**src/hdl/u8d_pkg.sv**
```systemverilog
package u8d_pkg;

    localparam int unsigned BYTE_W    = 8;
    localparam int unsigned CP_W      = 21;
    localparam int unsigned PARTIAL_W = 15;
    localparam int unsigned S_TDATA_W = 8;
    localparam int unsigned M_TDATA_W = 24;

    localparam logic [CP_W-1:0] REPLACEMENT_CP = 21'h00FFFD;

    // Byte class boundaries.
    localparam logic [BYTE_W-1:0] CONT_MIN  = 8'h80;
    localparam logic [BYTE_W-1:0] LEAD2_MIN = 8'hC0;
    localparam logic [BYTE_W-1:0] LEAD3_MIN = 8'hE0;
    localparam logic [BYTE_W-1:0] LEAD4_MIN = 8'hF0;
    localparam logic [BYTE_W-1:0] BAD_MIN   = 8'hF8;

    localparam logic [1:0] CONT_TAG = 2'b10;

    typedef struct packed {
        logic [CP_W-1:0] code_point;
        logic            bad_sequence;
        logic            last;
    } result_t;

    // Results handed from the decoder to the result queue together, up to two.
    typedef struct packed {
        logic [1:0] count;
        result_t    r0;
        result_t    r1;
    } push_t;

    typedef struct packed {
        logic                 emit;
        logic [CP_W-1:0]      code_point;
        logic                 bad_sequence;
        logic [1:0]           pending;
        logic [PARTIAL_W-1:0] partial;
    } fresh_t;

    typedef struct packed {
        logic [1:0]           count;
        result_t              r0;
        result_t              r1;
        logic [1:0]           pending;
        logic [PARTIAL_W-1:0] partial;
    } decode_t;

    // Decodes a byte that arrives with no sequence open.
    function automatic fresh_t fresh_byte(logic [BYTE_W-1:0] b);
        fresh_t f;
        f.emit         = 1'b0;
        f.code_point   = REPLACEMENT_CP;
        f.bad_sequence = 1'b0;
        f.pending      = 2'd0;
        f.partial      = '0;
        if (b < CONT_MIN) begin
            f.emit       = 1'b1;
            f.code_point = {13'd0, b};
        end
        else if (b < LEAD2_MIN || b >= BAD_MIN) begin
            f.emit         = 1'b1;
            f.bad_sequence = 1'b1;
        end
        else if (b < LEAD3_MIN) begin
            f.pending = 2'd1;
            f.partial = {10'd0, b[4:0]};
        end
        else if (b < LEAD4_MIN) begin
            f.pending = 2'd2;
            f.partial = {11'd0, b[3:0]};
        end
        else begin
            f.pending = 2'd3;
            f.partial = {12'd0, b[2:0]};
        end
        return f;
    endfunction

    // Full per-byte step: results caused by the byte and the next state.
    function automatic decode_t decode_byte(logic [1:0]           pending,
                                            logic [PARTIAL_W-1:0] partial,
                                            logic [BYTE_W-1:0]    b);
        decode_t         d;
        fresh_t          f;
        logic [CP_W-1:0] v;
        f = fresh_byte(b);
        v = {partial, b[5:0]};
        d.count           = 2'd0;
        d.r0.code_point   = REPLACEMENT_CP;
        d.r0.bad_sequence = 1'b0;
        d.r0.last         = 1'b1;
        d.r1              = d.r0;
        d.pending         = pending;
        d.partial         = partial;
        if (pending != 2'd0) begin
            if (b[7:6] == CONT_TAG) begin
                if (pending == 2'd1) begin
                    d.count         = 2'd1;
                    d.r0.code_point = v;
                    d.pending       = 2'd0;
                    d.partial       = '0;
                end
                else begin
                    d.pending = pending - 2'd1;
                    d.partial = v[PARTIAL_W-1:0];
                end
            end
            else begin
                // Broken sequence: flag it, then treat the byte as fresh.
                d.r0.bad_sequence = 1'b1;
                d.pending         = f.pending;
                d.partial         = f.partial;
                if (f.emit) begin
                    d.count           = 2'd2;
                    d.r0.last         = 1'b0;
                    d.r1.code_point   = f.code_point;
                    d.r1.bad_sequence = f.bad_sequence;
                end
                else begin
                    d.count = 2'd1;
                end
            end
        end
        else begin
            d.pending = f.pending;
            d.partial = f.partial;
            if (f.emit) begin
                d.count           = 2'd1;
                d.r0.code_point   = f.code_point;
                d.r0.bad_sequence = f.bad_sequence;
            end
        end
        return d;
    endfunction

endpackage

```
**src/hdl/u8d_decode.sv**
```systemverilog
module u8d_decode (
    input  logic                         clk,
    input  logic                         rst_n,
    input  logic                         in_valid,
    output logic                         in_ready,
    input  logic [u8d_pkg::BYTE_W-1:0]   in_byte,
    input  logic [1:0]                   free_slots,
    output u8d_pkg::push_t               push
);
    import u8d_pkg::*;

    logic                 hold_valid_reg;
    logic [BYTE_W-1:0]    hold_byte_reg;
    logic [1:0]           pending_reg;
    logic [PARTIAL_W-1:0] partial_reg;
    decode_t              dec;
    logic                 fire;

    always_comb
    begin
        dec      = decode_byte(pending_reg, partial_reg, hold_byte_reg);
        // The byte leaves the input register only when all its results fit.
        fire     = hold_valid_reg && (free_slots >= dec.count);
        in_ready = !hold_valid_reg || fire;
        push.count = fire ? dec.count : 2'd0;
        push.r0    = dec.r0;
        push.r1    = dec.r1;
    end

    always_ff @(posedge clk or negedge rst_n)
    begin
        if (!rst_n)
        begin
            hold_valid_reg <= 1'b0;
            pending_reg    <= 2'd0;
            partial_reg    <= '0;
        end
        else
        begin
            if (in_ready)
            begin
                hold_valid_reg <= in_valid;
            end
            if (fire)
            begin
                pending_reg <= dec.pending;
                partial_reg <= dec.partial;
            end
        end
    end

    always_ff @(posedge clk)
    begin
        if (in_ready && in_valid)
        begin
            hold_byte_reg <= in_byte;
        end
    end

endmodule

```
**src/hdl/u8d_fifo.sv**
```systemverilog
module u8d_fifo (
    input  logic             clk,
    input  logic             rst_n,
    input  u8d_pkg::push_t   push,
    output logic [1:0]       free_slots,
    output logic             out_valid,
    input  logic             out_ready,
    output u8d_pkg::result_t out_data
);
    import u8d_pkg::*;

    localparam logic [1:0] DEPTH = 2'd3;

    result_t    entry_reg [3];
    logic [1:0] wr_ptr_reg;
    logic [1:0] wr_ptr_next;
    logic [1:0] rd_ptr_reg;
    logic [1:0] count_reg;
    logic [1:0] count_next;
    logic [2:0] count_sum;
    logic       pop;

    function automatic logic [1:0] ptr_inc(logic [1:0] p);
        return (p == 2'd2) ? 2'd0 : p + 2'd1;
    endfunction

    always_comb
    begin
        pop        = (count_reg != 2'd0) && out_ready;
        out_valid  = (count_reg != 2'd0);
        out_data   = entry_reg[rd_ptr_reg];
        free_slots = DEPTH - count_reg;
        case (push.count)
            2'd1:    wr_ptr_next = ptr_inc(wr_ptr_reg);
            2'd2:    wr_ptr_next = ptr_inc(ptr_inc(wr_ptr_reg));
            default: wr_ptr_next = wr_ptr_reg;
        endcase
        count_sum  = {1'b0, count_reg} + {1'b0, push.count} - {2'd0, pop};
        count_next = count_sum[1:0];
    end

    always_ff @(posedge clk or negedge rst_n)
    begin
        if (!rst_n)
        begin
            wr_ptr_reg <= 2'd0;
            rd_ptr_reg <= 2'd0;
            count_reg  <= 2'd0;
        end
        else
        begin
            wr_ptr_reg <= wr_ptr_next;
            count_reg  <= count_next;
            if (pop)
            begin
                rd_ptr_reg <= ptr_inc(rd_ptr_reg);
            end
        end
    end

    always_ff @(posedge clk)
    begin
        if (push.count != 2'd0)
        begin
            entry_reg[wr_ptr_reg] <= push.r0;
        end
        if (push.count == 2'd2)
        begin
            entry_reg[ptr_inc(wr_ptr_reg)] <= push.r1;
        end
    end

endmodule

```
**src/hdl/utf8_stream_decoder.sv**
```systemverilog
// Channel   Direction  tdata                           tuser          tlast
// s_axis    in         [7:0] raw byte                  -              -
// m_axis    out        [20:0] code point, [23:21] 0    bad_sequence   last result of a byte
//
// One byte is accepted per cycle while the result queue has room for its
// results. Most bytes yield zero or one result; a byte that breaks an open
// sequence and is itself ASCII or an invalid lead yields two, and the second
// is a separate output transaction. A result passes through the input
// register and then the three-entry result queue before it is offered on
// m_axis; while the queue lacks room the byte waits in the input register.
// Reset clears the open sequence and empties both stages. When m_axis stalls
// the queue fills and s_axis_tready drops; it never depends on m_axis_tready
// in the same cycle.
module utf8_stream_decoder (
    input  logic                            clk,
    input  logic                            rst_n,
    input  logic                            s_axis_tvalid,
    output logic                            s_axis_tready,
    input  logic [u8d_pkg::S_TDATA_W-1:0]   s_axis_tdata,   // [7:0] byte_req
    output logic                            m_axis_tvalid,
    input  logic                            m_axis_tready,
    output logic [u8d_pkg::M_TDATA_W-1:0]   m_axis_tdata,   // [20:0] code_point, [23:21] zero
    output logic                            m_axis_tuser,   // [0] bad_sequence
    output logic                            m_axis_tlast
);
    import u8d_pkg::*;

    push_t      push;
    logic [1:0] free_slots;
    result_t    head;

    // Input register, sequence state and the per-byte decode.
    u8d_decode u_decode (
        .clk        (clk),
        .rst_n      (rst_n),
        .in_valid   (s_axis_tvalid),
        .in_ready   (s_axis_tready),
        .in_byte    (s_axis_tdata),
        .free_slots (free_slots),
        .push       (push)
    );

    // Result queue; takes up to two results per cycle and drives m_axis.
    u8d_fifo u_fifo (
        .clk        (clk),
        .rst_n      (rst_n),
        .push       (push),
        .free_slots (free_slots),
        .out_valid  (m_axis_tvalid),
        .out_ready  (m_axis_tready),
        .out_data   (head)
    );

    assign m_axis_tdata = {{(M_TDATA_W - CP_W){1'b0}}, head.code_point};
    assign m_axis_tuser = head.bad_sequence;
    assign m_axis_tlast = head.last;

endmodule

```
**config.mk**
```make
export PLATFORM = sky130hd
export DESIGN_NAME = utf8_stream_decoder
export DESIGN_NICKNAME = d
export VERILOG_FILES = /design/src/hdl/u8d_pkg.sv /design/src/hdl/u8d_decode.sv /design/src/hdl/u8d_fifo.sv /design/src/hdl/utf8_stream_decoder.sv
export SDC_FILE = /design/constraint.sdc
export NUM_CORES = 1
export LEC_CHECK = 0
export BUFFER_PORTS_ARGS = -buffer_cell sky130_fd_sc_hd__buf_2
export CAP_MARGIN = 20
export CORE_UTILIZATION = 50
export DETAILED_ROUTE_END_ITERATION = 10
export PLACE_DENSITY = 0.77
export SLEW_MARGIN = 10
export SYNTH_ARGS = -nofsm -noshare
export SYNTH_HDL_FRONTEND = slang
export SYNTH_HIERARCHICAL = 1
export SYNTH_SLANG_ARGS = --single-unit
```
**constraint.sdc**
```tcl
create_clock -name clk -period 11.54 [get_ports clk]
set_input_delay 1.154 -clock clk [delete_from_list [all_inputs] [get_ports clk]]
set_output_delay 1.154 -clock clk [all_outputs]
set_load 0.02 [all_outputs]
```
==> metrics.md <==
| Metric | Value |
|---|---|
| Crit-path max FO | 25 |
| Die Y-Extent | 109 um |
| Initial core utilization | 52.2% |
| Gr usage total | between 10% and 20% |
| R2R Path Start | u_decode/pending_reg[0] |
| First-pass GRT wire length | 16,500 um |
| Clk pin slew, worst setup/hold paths | 0.07 ns |
| PD cells | 299 nW/um^2 |
| Hold path endpoint | u_decode/partial_reg[11] |
| RSZ-0062 raised after global routing | no |
| Post-CTS setup buffer count | 0 |
| Cell Area, Synth | 5730 sq um |
| Diode count | 0 |
| Antenna violations before repair | 0 |
| Wire per inst | between 15 and 20 um |
| Crit path arrival time | roughly 5.0 ns |
| Warnings from Yosys | 6 |
| Fmax | 0.203 GHz |
| Sink Count | 101 |
| Hold path cells | 2 |
| Dpl hpwl | between 6000 and 7000 um |
| Detailed-router iteration count before antenna repair | 5 |
| Status | complete, no violations |
| RePlAce Congestion | 0.817 |
| Full die area | 11,900 sq um |
| Clk pwr share | 15.8% |
| H-tree levels | 3 |
| Root Driver | clkbuf_16 |
| Final net count | 493 |
| Final setup margin | 6.62 ns |
| Area grow syn2layout | 3.71% |
| Post-synth EDFFs | 77 |
| CP Class | reg -> reg |
| Hold Vio Cnt, Final | 0 |
| Gr ovfl total | 0 |
| Via density per instance | 5.52 |
| Clock Path Buffers | 2 |
| Number of flip-flops in the largest register | just under 70 |
| Slowest cell on the critical path | nor4b_4 |
| PostCTS Resize Cnt | 0 |
| Syn_area_per_cell | 11.7 sq um |
| CP Capture Type | flop |
| Async S/R FF share, synth | between 20% and 30% |
| Clock Latency Late Sink | around 0.34 ns |
| CP peak stage delay | 0.77 ns |
| Yosys reg bits | between 100 and 150 |
| Req. time, crit path | 11.57 ns |
| Worst vdd ir | 0.159 mV |
| Sequential Power Share | approximately 37% |
| Seq/Total Area, Yosys | 50.8% |
| Hold Crit Start | u_decode/partial_reg[11] |
| Minimum clock period after layout | 4.92 ns |
| Max-cap violations | 0 |
| Distinct cells, synth | 51 |
| Post-Route WL | around 10,000 um |
| Pre-CTS setup slack | ~6.7 ns |
| Final setup skew | 0.0105 ns |
| DRC | 0 |
| Area post-placement | 5660 sq um |
| Buffers added on ports | 36 |
| # rows | 38 |
| Fill count | 934 |
| Final setup fails | 0 |
| LEAKAGE | 2.23 nW |
| Detailed-route via count | between 3,000 and 4,000 |
| Chip width | between 100 and 150 um |
| Sw frac | 40.6% |
| Post-route ant nets | 0 |
| Layout cells sized above 1 | 31.0% |
| CP Launch Point | u_decode/pending_reg[0] |
| Worst R2R End | u_fifo/entry_reg[0][15] |
| CTS buffer count | 9 |
| Core area | roughly 11,000 sq um |
| Fin util | 54.1% |
| Worst slew pin tran | 0.761 ns |
| Vias in the first global route | 3,272 |
| Largest net degree at the start of global routing | 50 |
| R2R Setup Slk | 6.62 ns |
| Hold crit path type | reg -> reg |
| Io pins | 40 |
| Critical path's most frequent cell | ha_1 |
| Hold_buf cts | 0 |
| Clock tree from TritonCTS | yes |
| Combinational share of power | 47.2% |
| Ys flop type | edfxtp_1 |
| Drt first-iter violations | 209 |
| Cells after Synth | 489 |
| Crit path cell chain | inv_1, ha_1, nor4b_4, a211oi_1, ha_1, or3b_4, nand2_4, a2111oi_2, inv_1, ha_1, nand2_2, o31ai_4, buf_4 |
| Net Switching | approximately 0.72 mW |
| Pint | 1.06 mW |
| Final Cell Area | 5940 sq um |
| TNS Setup | 0 ns |
| Worst slew margin | 49.1% |
| Final Cycle Share | 42.7% |
| Final Slew Violations | 0 |
| Design Power | 1.78 mW |
| Worst R2R Path Depth | 13 |
| Kind of start point of the critical path | flop |
-- how the worst max path moves through the flow --
stage	slack (ns)	depth (start not counted)	to
floorplan	6.65	15	u_fifo/entry_reg[1][0]
global placement	6.69	12	u_fifo/entry_reg[1][11]
detailed placement	6.67	13	u_fifo/entry_reg[0][12]
CTS	6.64	13	u_fifo/entry_reg[0][14]
global route	6.24	13	u_fifo/entry_reg[0][16]
finish	6.62	13	u_fifo/entry_reg[0][15]
-- per-layer routing --
metal	GRT usage [%]	part of all wire, %	up-vias
met5	0	0	-
met4	5.98	1.7	0
met3	4.12	4.5	13
met2	30.8	49	84
met1	24.2	45	1663
li1	-	-	1653
-- power by group through the flow --
stage / combinational, mW / sequential [mW] / clock, mW
after floorplan: 0.714 / 0.635 / 0
after global placement: 0.811 / 0.660 / 0
after detailed placement: 0.839 / 0.666 / 0
after CTS: 0.844 / 0.658 / 0.286
after global routing: 0.917 / 0.673 / 0.298
final: 0.839 / 0.659 / 0.281
-- cells in the mapped netlist, types with 4 or more instances --
master    number  share of area [%]
edfxtp_1      77                 40
mux2_2        65                 13
buf_4         54                7.1
o21ai_0       45                3.9
nand2_1       39                2.6
nor2_1        29                1.9
dfrtp_1       24                 10
mux2i_1       23                4.0
inv_1         13               0.85
clkbuf_1      10               0.66
buf_2          8               0.70
ha_1           8                1.7
or3_1          7               0.76
mux2_1         6                1.2
o21ai_2        6               0.92
or2_2          6               0.66
a21oi_1        5               0.44
and2_1         5               0.55
buf_6          5               0.98
nand2b_1       5               0.55
nand3_1        4               0.35
-- logic make-up (layout without fill, tap and decap cells) --
group           count (synthesis)  count (layout)  share of synthesized area [%]
buf+inv                        91              74                           10.3
compound gates                 76              76                           7.93
xor+xnor                        4               4                          0.611
other cells                     3               9                          0.196
simple gates                  112             112                           10.4
mux                            94              94                           18.0
fa+ha+maj                       8               8                           1.75
flops                         101             101                           50.8
-- per-stage QoR --
stage / std cells / hold WS (ns)
final: 618 / 0.521
after global routing: 618 / 0.533
after global placement: 600 / 0.509
after CTS: 617 / 0.524
after detailed placement: 601 / 0.508
after floorplan: 495 / 0.474
-- critical path, delay by kind of cell (launching register included) --
family,cells,cell delay [ns]
adders and majority gates,3,1.09
AOI/OAI and AO/OA,3,0.63
and+or+nand+nor,4,1.94
DFF,1,0.38
buffers and inverters,3,0.56
-- cell usage in the layout, fill, tap and decap left out, drive strengths merged, types with 6 or more instances in the layout --
master / Yosys / routed
conb: 3 / 9
nand2: 41 / 41
buf: 67 / 45
mux2: 71 / 71
edfxtp: 77 / 77
or2: 6 / 6
mux2i: 23 / 23
or3: 7 / 7
ha: 8 / 8
nor2: 29 / 29
o21ai: 54 / 54
clkbuf: 11 / 10
dfrtp: 24 / 24
inv: 13 / 15
-- area by class of cell --
class | instances | area [sq um] | share of cell area [%]
inverter | 13 | 48.8 | 0.821
timing repair buffer | 45 | 253 | 4.25
clock buffer | 10 | 229 | 3.85
multi-input combinational | 303 | 2280 | 38.3
sequential | 101 | 2910 | 49.0
clock inverter | 6 | 47.5 | 0.800
tap | 140 | 175 | 2.95
Note: power is estimated with default switching activity, not from simulation.
